--- src/rtl/core/psg_tone_noise_envelope_gen_macros.svh ---
// Assertion macros for the sound generator core.
// Included by the top-level core module to check its own logic; depends on nothing.
`ifndef PSG_TONE_NOISE_ENVELOPE_GEN_MACROS_SVH
`define PSG_TONE_NOISE_ENVELOPE_GEN_MACROS_SVH

`ifndef SYNTHESIS
`define PSGTNE_ASSERT_IMP(label, clk, rst_n, ante, cons) \
    label: assert property (@(posedge clk) disable iff (!rst_n) (ante) |-> (cons)) \
        else $error("psgtne: same-cycle check failed");
`define PSGTNE_ASSERT_NXT(label, clk, rst_n, ante, cons) \
    label: assert property (@(posedge clk) disable iff (!rst_n) (ante) |=> (cons)) \
        else $error("psgtne: next-cycle check failed");
`else
`define PSGTNE_ASSERT_IMP(label, clk, rst_n, ante, cons)
`define PSGTNE_ASSERT_NXT(label, clk, rst_n, ante, cons)
`endif

`endif

--- src/rtl/core/psgtne_pkg.sv ---
// Shared types and constants for the sound generator core.
// No dependencies; used by every module under rtl/core.
package psgtne_pkg;

    localparam int ENV_STEP_MASK_DEF = 31;

    typedef enum logic {
        CMD_TICK  = 1'b0,
        CMD_WRITE = 1'b1
    } t_cmd;

    localparam logic [3:0] REG_NOISE_PER  = 4'd6;
    localparam logic [3:0] REG_MIXER      = 4'd7;
    localparam logic [3:0] REG_VOL_A      = 4'd8;
    localparam logic [3:0] REG_ENV_FINE   = 4'd11;
    localparam logic [3:0] REG_ENV_COARSE = 4'd12;
    localparam logic [3:0] REG_ENV_SHAPE  = 4'd13;

    typedef struct packed {
        logic        tick;
        logic [11:0] period;
    } t_tone_ctl;

    typedef struct packed {
        logic       tick;
        logic [4:0] period;
    } t_noise_ctl;

    typedef struct packed {
        logic        tick;
        logic        restart;
        logic [3:0]  shape;
        logic [15:0] period;
    } t_env_ctl;

endpackage

--- src/rtl/core/psgtne_tone.sv ---
// One square-wave tone channel: 12-bit period counter and output toggle.
// Depends on psgtne_pkg.
module psgtne_tone (
    input  logic                  i_clk,
    input  logic                  i_rst_n,
    input  psgtne_pkg::t_tone_ctl i_ctl,
    output logic                  o_tone
);

    logic [11:0] r_cnt;
    logic [11:0] n_cnt;
    logic        r_tone;
    logic        n_tone;
    logic [12:0] cnt_inc;

    always_comb begin
        cnt_inc = {1'b0, r_cnt} + 13'd1;
        n_cnt   = r_cnt;
        n_tone  = r_tone;
        if (i_ctl.tick) begin
            if (cnt_inc >= {1'b0, i_ctl.period}) begin
                n_cnt  = '0;
                n_tone = ~r_tone;
            end else begin
                n_cnt = cnt_inc[11:0];
            end
        end
    end

    always_ff @(posedge i_clk) begin
        if (!i_rst_n) begin
            r_cnt  <= '0;
            r_tone <= 1'b0;
        end else begin
            r_cnt  <= n_cnt;
            r_tone <= n_tone;
        end
    end

    assign o_tone = n_tone;

endmodule

--- src/rtl/core/psgtne_noise.sv ---
// Noise source: 5-bit period counter, divide-by-two prescaler, 17-bit LFSR.
// Depends on psgtne_pkg.
module psgtne_noise (
    input  logic                   i_clk,
    input  logic                   i_rst_n,
    input  psgtne_pkg::t_noise_ctl i_ctl,
    output logic                   o_noise
);

    logic [4:0]  r_cnt;
    logic [4:0]  n_cnt;
    logic        r_pre;
    logic        n_pre;
    logic [16:0] r_lfsr;
    logic [16:0] n_lfsr;
    logic [5:0]  cnt_inc;

    always_comb begin
        cnt_inc = {1'b0, r_cnt} + 6'd1;
        n_cnt   = r_cnt;
        n_pre   = r_pre;
        n_lfsr  = r_lfsr;
        if (i_ctl.tick) begin
            if (cnt_inc >= {1'b0, i_ctl.period}) begin
                n_cnt = '0;
                n_pre = ~r_pre;
                if (n_pre) begin
                    n_lfsr = {r_lfsr[0] ^ r_lfsr[3], r_lfsr[16:1]};
                end
            end else begin
                n_cnt = cnt_inc[4:0];
            end
        end
    end

    always_ff @(posedge i_clk) begin
        if (!i_rst_n) begin
            r_cnt  <= '0;
            r_pre  <= 1'b0;
            r_lfsr <= 17'd1;
        end else begin
            r_cnt  <= n_cnt;
            r_pre  <= n_pre;
            r_lfsr <= n_lfsr;
        end
    end

    assign o_noise = n_lfsr[0];

endmodule

--- src/rtl/core/psgtne_env.sv ---
// Envelope generator: 16-bit period counter, step counter, attack/alternate/hold.
// Depends on psgtne_pkg.
module psgtne_env #(
    parameter int ENV_STEP_MASK = psgtne_pkg::ENV_STEP_MASK_DEF
) (
    input  logic                 i_clk,
    input  logic                 i_rst_n,
    input  psgtne_pkg::t_env_ctl i_ctl,
    output logic [4:0]           o_env_vol
);

    localparam logic [5:0] STEP_MASK = 6'(ENV_STEP_MASK);
    localparam logic [5:0] STEP_TOP  = 6'(ENV_STEP_MASK + 1);
    localparam logic [4:0] ATK_MASK  = 5'(ENV_STEP_MASK);

    logic [15:0] r_cnt;
    logic [15:0] n_cnt;
    logic [5:0]  r_step;
    logic [5:0]  n_step;
    logic [4:0]  r_attack;
    logic [4:0]  n_attack;
    logic        r_hold;
    logic        n_hold;
    logic        r_alt;
    logic        n_alt;
    logic        r_holding;
    logic        n_holding;
    logic [16:0] cnt_inc;
    logic [5:0]  step_dec;

    always_comb begin
        cnt_inc   = {1'b0, r_cnt} + 17'd1;
        step_dec  = r_step - 6'd1;
        n_cnt     = r_cnt;
        n_step    = r_step;
        n_attack  = r_attack;
        n_hold    = r_hold;
        n_alt     = r_alt;
        n_holding = r_holding;
        if (i_ctl.restart) begin
            n_attack = i_ctl.shape[2] ? ATK_MASK : 5'd0;
            if (!i_ctl.shape[3]) begin
                n_hold = 1'b1;
                n_alt  = i_ctl.shape[2];
            end else begin
                n_hold = i_ctl.shape[0];
                n_alt  = i_ctl.shape[1];
            end
            n_step    = STEP_MASK;
            n_holding = 1'b0;
        end else if (i_ctl.tick && !r_holding) begin
            if (cnt_inc < {1'b0, i_ctl.period}) begin
                n_cnt = cnt_inc[15:0];
            end else begin
                n_cnt  = '0;
                n_step = step_dec;
                if (step_dec[5]) begin
                    if (r_hold) begin
                        if (r_alt) begin
                            n_attack = r_attack ^ ATK_MASK;
                        end
                        n_holding = 1'b1;
                        n_step    = '0;
                    end else begin
                        if (r_alt && ((step_dec & STEP_TOP) != 6'd0)) begin
                            n_attack = r_attack ^ ATK_MASK;
                        end
                        n_step = step_dec & STEP_MASK;
                    end
                end
            end
        end
    end

    always_ff @(posedge i_clk) begin
        if (!i_rst_n) begin
            r_cnt     <= '0;
            r_step    <= '0;
            r_attack  <= '0;
            r_hold    <= 1'b0;
            r_alt     <= 1'b0;
            r_holding <= 1'b0;
        end else begin
            r_cnt     <= n_cnt;
            r_step    <= n_step;
            r_attack  <= n_attack;
            r_hold    <= n_hold;
            r_alt     <= n_alt;
            r_holding <= n_holding;
        end
    end

    assign o_env_vol = n_step[4:0] ^ n_attack;

endmodule

--- src/rtl/core/psg_tone_noise_envelope_gen.sv ---
// Three-voice sound generator core: request register, register file, mixer, result register.
// A tick request passes from the request register to the result register; a write gives none.
// Throughput: one request (tick or write) per cycle;
// a tick waits while the result register holds an untaken result (o_m_tvalid/i_m_tready).
// Reset (i_rst_n low at a clock edge) clears the register file, all generator state and both
// handshake stages; no clearing pass. Depends on psgtne_pkg, the submodules and macro header.
`include "psg_tone_noise_envelope_gen_macros.svh"
module psg_tone_noise_envelope_gen #(
    parameter int ENV_STEP_MASK = psgtne_pkg::ENV_STEP_MASK_DEF
) (
    input  logic        i_clk,
    input  logic        i_rst_n,
    input  logic        i_s_tvalid,
    output logic        o_s_tready,
    input  logic [15:0] i_s_tdata,  // reg_addr[3:0], reg_data[11:4], zero [15:12]
    input  logic [0:0]  i_s_tuser,  // command[0]
    output logic        o_m_tvalid,
    input  logic        i_m_tready,
    output logic [15:0] o_m_tdata   // level_a[4:0], level_b[9:5], level_c[14:10], noise_bit[15]
);

    logic               r_in_valid;
    psgtne_pkg::t_cmd   r_in_cmd;
    logic [3:0]         r_in_addr;
    logic [7:0]         r_in_data;
    logic [7:0]         r_regs [16];
    logic               r_out_valid;
    logic [15:0]        r_out_data;
    logic [15:0]        n_out_data;

    logic               out_free;
    logic               in_adv;
    logic               tick_fire;
    logic               wr_fire;
    logic [2:0]         tone;
    logic               noise;
    logic [4:0]         env_vol;
    logic [4:0]         level [3];
    psgtne_pkg::t_tone_ctl  tone_ctl [3];
    psgtne_pkg::t_noise_ctl noise_ctl;
    psgtne_pkg::t_env_ctl   env_ctl;

    assign out_free   = !r_out_valid || i_m_tready;
    assign in_adv     = r_in_valid && ((r_in_cmd == psgtne_pkg::CMD_WRITE) || out_free);
    assign tick_fire  = in_adv && (r_in_cmd == psgtne_pkg::CMD_TICK);
    assign wr_fire    = in_adv && (r_in_cmd == psgtne_pkg::CMD_WRITE);
    assign o_s_tready = !r_in_valid || in_adv;

    // hold the request until it advances; a tick waits until the result side can take it
    always_ff @(posedge i_clk) begin
        if (!i_rst_n) begin
            r_in_valid <= 1'b0;
        end else if (i_s_tvalid && o_s_tready) begin
            r_in_valid <= 1'b1;
        end else if (in_adv) begin
            r_in_valid <= 1'b0;
        end
    end

    always_ff @(posedge i_clk) begin
        if (i_s_tvalid && o_s_tready) begin
            r_in_cmd  <= psgtne_pkg::t_cmd'(i_s_tuser[0]);
            r_in_addr <= i_s_tdata[3:0];
            r_in_data <= i_s_tdata[11:4];
        end
    end

    always_ff @(posedge i_clk) begin
        if (!i_rst_n) begin
            for (int i = 0; i < 16; i++) begin
                r_regs[i] <= '0;
            end
        end else if (wr_fire) begin
            r_regs[r_in_addr] <= r_in_data;
        end
    end

    assign noise_ctl.tick   = tick_fire;
    assign noise_ctl.period = r_regs[psgtne_pkg::REG_NOISE_PER][4:0];

    assign env_ctl.tick    = tick_fire;
    assign env_ctl.restart = wr_fire && (r_in_addr == psgtne_pkg::REG_ENV_SHAPE);
    assign env_ctl.shape   = r_in_data[3:0];
    assign env_ctl.period  = {r_regs[psgtne_pkg::REG_ENV_COARSE],
                              r_regs[psgtne_pkg::REG_ENV_FINE]};

    psgtne_noise u_noise (
        .i_clk   (i_clk),
        .i_rst_n (i_rst_n),
        .i_ctl   (noise_ctl),
        .o_noise (noise)
    );

    psgtne_env #(
        .ENV_STEP_MASK (ENV_STEP_MASK)
    ) u_env (
        .i_clk     (i_clk),
        .i_rst_n   (i_rst_n),
        .i_ctl     (env_ctl),
        .o_env_vol (env_vol)
    );

    for (genvar ch = 0; ch < 3; ch++) begin : g_chan
        logic [7:0] vreg;
        logic       en;

        assign tone_ctl[ch].tick   = tick_fire;
        assign tone_ctl[ch].period = {r_regs[2*ch+1][3:0], r_regs[2*ch]};

        psgtne_tone u_tone (
            .i_clk   (i_clk),
            .i_rst_n (i_rst_n),
            .i_ctl   (tone_ctl[ch]),
            .o_tone  (tone[ch])
        );

        assign vreg = r_regs[psgtne_pkg::REG_VOL_A + 4'(ch)];
        assign en   = (tone[ch] | r_regs[psgtne_pkg::REG_MIXER][ch])
                    & (noise | r_regs[psgtne_pkg::REG_MIXER][3+ch]);

        always_comb begin
            if (!en) begin
                level[ch] = '0;
            end else if (vreg[4]) begin
                level[ch] = env_vol;
            end else begin
                level[ch] = {vreg[3:0], 1'b0};
            end
        end
    end

    assign n_out_data = {noise, level[2], level[1], level[0]};

    // load a fresh result, drop a taken one
    always_ff @(posedge i_clk) begin
        if (!i_rst_n) begin
            r_out_valid <= 1'b0;
        end else if (tick_fire) begin
            r_out_valid <= 1'b1;
        end else if (i_m_tready) begin
            r_out_valid <= 1'b0;
        end
    end

    always_ff @(posedge i_clk) begin
        if (tick_fire) begin
            r_out_data <= n_out_data;
        end
    end

    assign o_m_tvalid = r_out_valid;
    assign o_m_tdata  = r_out_data;

    `PSGTNE_ASSERT_NXT(a_tick_gives_result, i_clk, i_rst_n, tick_fire, o_m_tvalid)
    `PSGTNE_ASSERT_NXT(a_write_no_result, i_clk, i_rst_n, wr_fire && o_m_tvalid && i_m_tready, !o_m_tvalid)
    `PSGTNE_ASSERT_IMP(a_stall_only_when_full, i_clk, i_rst_n, !o_s_tready, r_in_valid && !out_free)

endmodule
--- config.mk ---
export PLATFORM = sky130hd
export DESIGN_NAME = psg_tone_noise_envelope_gen
export DESIGN_NICKNAME = d
export VERILOG_FILES = /design/src/rtl/core/psgtne_pkg.sv /design/src/rtl/core/psgtne_tone.sv /design/src/rtl/core/psgtne_noise.sv /design/src/rtl/core/psgtne_env.sv /design/src/rtl/core/psg_tone_noise_envelope_gen.sv
export VERILOG_INCLUDE_DIRS = /design/src /design/src/rtl/core
export SDC_FILE = /design/constraint.sdc
export NUM_CORES = 1
export LEC_CHECK = 0
export ABC_CLOCK_PERIOD_IN_PS = 3350
export BUFFER_PORTS_ARGS = -buffer_cell sky130_fd_sc_hd__buf_2
export CAP_MARGIN = 20
export CORE_MARGIN = 1.5
export CORE_UTILIZATION = 30
export DETAILED_ROUTE_END_ITERATION = 12
export HOLD_SLACK_MARGIN = 0.02
export MAX_ROUTING_LAYER = met4
export PLACE_DENSITY = 0.54
export SLEW_MARGIN = 20
export SYNTH_ARGS = -nofsm -noshare
export SYNTH_HDL_FRONTEND = slang
export SYNTH_SLANG_ARGS = --single-unit
--- constraint.sdc ---
create_clock -name i_clk -period 3.35 [get_ports i_clk]
set_clock_uncertainty 0.1 [all_clocks]
set_input_delay 0.5025 -clock i_clk [delete_from_list [all_inputs] [get_ports i_clk]]
set_output_delay 0.5025 -clock i_clk [all_outputs]
set_load 0.1 [all_outputs]
# Word-level counts from Yosys, hierarchy flattened
# Memories as Yosys holds them, arrays and structs flattened.
# Index checks and enable logic that the tools add are counted.
[totals]
reg_bits = 123
wordCells = 130
mem_count = 1
input_bits = 21
latchBits = 0
romBits = 0
output_inout_bits = 18
ramBits = 128
[op_classes]
n_mux = 43
n_reduce_logical = 25
n_shift = 0
order_cmp = 5
n_div = 0
eq_ne = 1
mul = 0
n_addsub = 6
bitwise = 20
[memory_table]
columns = ["name", "words", "width", "read_ports", "rd_ports_with_merged_regs", "wr", "line", "rtl"]
rows = [
  ["r_regs", 16, 8, 13, 0, 16, "psg_tone_noise_envelope_gen.sv:26", "logic [7:0] r_regs [16];"],
]
[op_table]
columns = ["op", "n"]
rows = [
  ["2-to-1 mux 5 bit", 17],
  ["adder 12 x 1 -> 13 bit (second input constant)", 3],
  ["greater-or-equal comparator 13 x 12 -> 1 bit", 3],
  ["2-to-1 mux 12 bit", 3],
  ["2-to-1 mux 1 bit", 20],
  ["adder 16 x 1 -> 17 bit (second input constant)", 1],
  ["< comparator 17 x 16 -> 1 bit", 1],
  ["2-to-1 mux 16 bit", 1],
  ["AND reduction 2 bit", 6],
  ["2-to-1 mux 8 bit", 1],
  ["NOT 1 bit", 8],
  ["OR reduction 8 bit", 1],
  ["logical AND 1 bit", 7],
  ["adder 5 x 1 -> 6 bit (second input constant)", 1],
  ["greater-or-equal comparator 6 x 5 -> 1 bit", 1],
  ["bitwise OR 1 bit", 6],
  ["subtractor 6 x 1 -> 6 bit (second input constant)", 1],
  ["NOT 5 bit", 1],
  ["XOR 5 bit", 1],
  ["equality test 4 bit (second input constant)", 1],
  ["2-to-1 mux 4 bit", 1],
  ["AND reduction 4 bit", 1],
  ["nonzero test 2 bit", 2],
  ["bitwise AND 1 bit", 3],
  ["other kinds (5)", 9],
]

# Depth between registers and ports, before layout
[depth]
depth_word = 10
depth_mapped = 16
ltp_nobuf = 15

# Cells and area by module
# From an unflattened synthesis, not the netlist that was laid out.
[hier_totals]
hier_cells = 1071
area_unflattened_um2 = 10993.0
[modules_own_cells]
columns = ["module", "n_inst", "seq_area_each_um2", "area_per_inst_um2", "cells_each"]
rows = [
  ["psg_tone_noise_envelope_gen", 1, 3253.1, 4383.0, 301],
  ["psgtne_tone", 3, 260.2, 1146.1, 133],
  ["psgtne_env", 1, 580.6, 2038.2, 257],
  ["psgtne_noise", 1, 460.4, 1133.6, 114],
]

# Worst setup path after synthesis
# No wires, ideal clock.
[synth_timing]
path_kind = "reg-to-reg"
from = "register u_env.r_cnt[4]"
to = "register r_out_data[14] (netlist: o_m_tdata[14]), data pin"
arrival_ps = 3307
setup_time_ps = 273
required_time_ps = 2977
synth_period_minus_slack_ps = 3680
path_buffers = 0
path_slack_ps = -330
path_stages_with_launch = 16
path_cell_list = "dfxtp_1 > nand4_4 > nor2_1 > and4_1 > and3_1 > nand3_1 > xnor2_1 > ha_1 > a21oi_1 > o211ai_1 > a211oi_4 > o22ai_4 > nor4b_2 > a211o_2 > xnor2_2 > o22ai_1"
[synth_via]
elab_chain_cells = 7
word_cells_on_any_way = 10
cone_classes = "add/sub (1); order compare (1); mux (7); bitwise (1)"
[synth_lines]
columns = ["element", "line", "rtl"]
rows = [
  ["start: declaration", "psgtne_env.sv:16", "logic [15:0] r_cnt;"],
  ["start signal: assignment", "psgtne_env.sv:84", "r_cnt <= n_cnt;"],
  ["adder 16 x 1 -> 17 bit (*)", "psgtne_env.sv:32", "cnt_inc = {1'b0, r_cnt} + 17'd1;"],
  ["< comparator 17 x 16 -> 1 bit (*)", "psgtne_env.sv:52", "if (cnt_inc < {1'b0, i_ctl.period}) begin"],
  ["2-to-1 mux 5 bit", "psgtne_env.sv:52", ""],
  ["2-to-1 mux 5 bit", "psgtne_env.sv:51", "end else if (i_ctl.tick && !r_holding) begin"],
  ["2-to-1 mux 5 bit", "psgtne_env.sv:40", "if (i_ctl.restart) begin"],
  ["XOR 5 bit (*)", "psgtne_env.sv:93", "assign o_env_vol = n_step[4:0] ^ n_attack;"],
  ["2-to-1 mux 5 bit (*)", "psg_tone_noise_envelope_gen.sv:124", "end else if (vreg[4]) begin"],
  ["end signal: assignment", "psg_tone_noise_envelope_gen.sv:147", "r_out_data <= n_out_data;"],
  ["end: declaration", "psg_tone_noise_envelope_gen.sv:28", "logic [15:0] r_out_data;"],
]
# Mark *: on every way between the ends. The rest lies on a longest branch, timed or not.
# A chain may end at the register's enable or synchronous reset.

# Worst setup path after layout
[layout_timing]
from = "register u_env.r_cnt[0]"
to = "register r_out_data[7] (netlist: o_m_tdata[7]), data pin"
# Same word-level chain as after synthesis.

==> results_dict.tcl <==
set metrics [dict create \
    finalCriticalPeriod_ps 3590 \
    cts-hold-fix-buffers 0 \
    dp_cells 1605 \
    synth_top_area_share 0.309 \
    cp_slowest_stage_delay_ps 380 \
    dr.pass1.iters 5 \
    cp.arrival_ps 3660 \
    drive_gt1_frac 0.225 \
    detail_route.vias_per_cell 4.73 \
    area_growth_pct 24.8 \
    cp_num_buf_inv 2 \
    critPathMaxFanout 5 \
    die_y_um 189 \
    tns_ps -2810 \
    grt_pass1_wl_um 39700 \
    postSynthCellCount 1060 \
    synth_seq_area_share 0.488 \
    multi_input_comb_area_sq_mm 0.00531 \
    hold_viol_final 0 \
    synth_area_sq_mm 0.0104 \
    use_met2 0.229 \
    pin_count 39 \
    worstMarginPinSlew_ps 889 \
    synth-main-ff-cell "edfxtp_1" \
    tritoncts "built" \
    wl_per_cell_um 14.8 \
    post-dp-hpwl_um 16500 \
    grt_max_degree 43 \
    maxCapViolCount 0 \
    synth_seq_cells 200 \
    diodes 0 \
    critical_path.slowest_cell "dfxtp_4" \
    synthTopCellsByArea "edfxtp_1 (31%), dfxtp_1 (18%), ha_1 (7.5%)" \
    fin_crit_sh 1.07 \
    place_congestion 0.774 \
    critical_path_class "flop to flop" \
    yosysWarnings 0 \
    drc 0 \
    initial_core_util 0.308 \
    crit_path_cell_trace "nand3_4 > nor2_4 > and4_4 > and3_4 > nand3_4 > xnor2_4 > ha_4 > nand3_4 > o211ai_1 > a211oi_4 > buf_6 > o22ai_4 > a21boi_1 > a311o_1 > xnor2_1 > buf_4 > o22ai_2" \
    cts_max_path_buffers 2 \
    busiest_layer "met2" \
    synth_nets 1143 \
    internal_power_mw 3.94 \
    antenna_found_initial 0 \
    grt_overflow 0 \
    grt_pass1_vias 7713 \
    syn_area_per_cell_sq_um 9.80 \
    path_common_cell "nand3_4" \
    hp-class "input pin to flop" \
    htree_levels 4 \
    p_per_area_mw_per_mm2 404 \
    numCtsBuffers 17 \
    cp-start-kind "flop" \
    cp_top_family "compound AO/OA/AOI/OAI gates" \
    fmax_ghz 0.279 \
    row_count 67 \
    timing.slew.headroom 0.401 \
    dieArea_sq_mm 0.0358 \
    drt_iter0_markers 357 \
    gr-usage-met1 0.189 \
    seq_area_sq_mm 0.00509 \
    nFillCells 3319 \
    portBuffers 34 \
    rsz0062_at_grt "true" \
    grt_usage 0.145 \
    pwr-share-comb 0.056 \
    synth_edf_count 107 \
    power.leakage_nw 5.11 \
    use_met3 0.0250 \
    seqPwrFrac 0.510 \
    switching_share 0.248 \
    fin_nets 1277 \
    yosysUniqueCellTypes 63 \
    routed_wl_um 24400 \
    insertion_delay_ps 450 \
    p_switching_mw 1.30 \
    slew_violations 0 \
    setup_viol_count_final 16 \
    root_buffer "clkbuf_16" \
    core_sq_mm 0.0338 \
    required_ps 3430 \
    clk_pin_slew_ps 80 \
    clock_sink_count 200 \
    status "complete, but fails checks" \
    cp-end-kind "flop" \
    failed_checks "negative setup slack" \
    yosys.area.top_type "edfxtp_1" \
    die_w_um 189 \
    setup_ws_ps -239 \
    power_frac_clock 0.434 \
    ant_nets 0 \
    vdd_drop_max_v 0.000321 \
    synthArstFlopShare 0 \
    vias 7835 \
    fin_cells 1655 \
]
## power groups by stage
stage / clock [mW] / combinational (mW) / sequential [mW]
after floorplan: 0 / 0.153 / 2.75
after global placement: 0 / 0.280 / 2.73
after detailed placement: 0 / 0.281 / 2.73
after CTS: 2.32 / 0.288 / 2.68
after global routing: 2.41 / 0.325 / 2.68
final: 2.28 / 0.293 / 2.68
## cells in the mapped netlist, types with 9 or more instances
cell      count
a22oi_1      13
nor2_1       75
nand4_1      11
nor3_1       23
dfxtp_1      93
or3_1        11
and3_1        9
o22ai_1      12
xor2_1       24
o21ai_0      41
and2_1       87
ha_1         62
nand2_1      92
nand3_1      47
a21oi_1      84
mux2i_1      11
inv_1        62
edfxtp_1    107
nand3b_1     11
xnor2_1      29
a21o_1       16
clkbuf_1     37
nand2b_1     29
## kinds of logic (layout without fill, tap and decap cells)
logic type | count (synthesis) | count (layout) | share of synthesized area
AND/OR/NAND/NOR | 428 | 428 | 0.219
flip-flops | 200 | 200 | 0.488
AO/OA/AOI/OAI | 199 | 200 | 0.122
buffers and inverters | 104 | 250 | 0.0377
adder cells (fa/ha/maj) | 62 | 62 | 0.0747
XOR/XNOR | 54 | 54 | 0.0462
multiplexers | 13 | 13 | 0.0128
## sequential cells by signal (all words and copies together), names as in the netlist, 3 cells and up
register and count:
g_chan.u_tone.r_cnt 36, u_env.r_attack 5, r_in_addr 4, u_env.r_step 5
r_regs 78, r_in_data 8, u_noise.r_cnt 5, o_m_tdata 16
g_chan.u_tone.r_tone 3, u_env.r_cnt 16, u_noise.r_lfsr 17
## stage by stage
step / area [sq um] / util / total power [mW] / setup slack [ps] / hold WS, ps
6_report: 13000 / 0.384 / 5.24 / -239 / 121
3_5_place_dp: 11800 / 0.350 / 3.01 / -358 / 344
3_3_place_gp: 11800 / 0.350 / 3.01 / -326 / 338
4_1_cts: 12700 / 0.375 / 5.29 / -268 / 104
5_1_grt: 13000 / 0.384 / 5.42 / -388 / 103
2_1_floorplan: 10400 / - / 2.90 / -66.0 / 332
## worst reg2reg max path, cell delays in order (launching register included)
cell and delay (ps):
dfxtp_4 380, nand3_4 90, nor2_4 130, and4_4 220, and3_4 210, nand3_4 100, xnor2_4 150, ha_4 300
nand3_4 80, o211ai_1 280, a211oi_4 70, buf_6 150, o22ai_4 260, a21boi_1 100, a311o_1 320, xnor2_1 160
buf_4 150, o22ai_2 70
## area by class of cell
cell class | count | share of cell area
clock buffers | 17 | 0.0328
clock inverters | 15 | 0.0172
multi-input cells | 757 | 0.409
repair buffers | 154 | 0.0863
flip-flops and latches | 200 | 0.393
well taps | 448 | 0.0432
inverters | 64 | 0.0185
## metal layers
metal  part of all wire  vias to the layer above
met2               0.47                      125
met5                  0                        -
met4              0.014                        0
li1                   -                     3998
met1               0.48                     3687
met3              0.035                       25
## cells in the final DEF, fill, tap and decap left out, types with 38 or more instances in the layout
cell,count
nor2_1,66
dfxtp_1,82
and2_1,85
ha_1,59
o21ai_0,38
edfxtp_1,107
nand3_1,41
nand2_1,90
buf_4,112
a21oi_1,78
inv_1,62
## what timing repair did
| item | in CTS | in global routing |
|---|---|---|
| pin swaps | 16 | 30 |
| setup buffers | 11 | 9 |
| gates cloned | 1 | 0 |
| endpoints found under the setup margin | 41 | 58 |
| resized for setup | 24 | 51 |
## worst paths after layout
check | startpoint | to | slack [ps] | depth (start not counted)
hold reg to reg | u_noise.r_lfsr[15] | u_noise.r_lfsr[14] | 350 | 2
setup reg to reg | u_env.r_cnt[0] | o_m_tdata[7] | -240 | 17
hold / removal | i_s_tdata[8] | r_in_data[4] | 120 | 1
setup / recovery | u_env.r_cnt[0] | o_m_tdata[7] | -240 | 17
(Power assumes the default switching activity.)
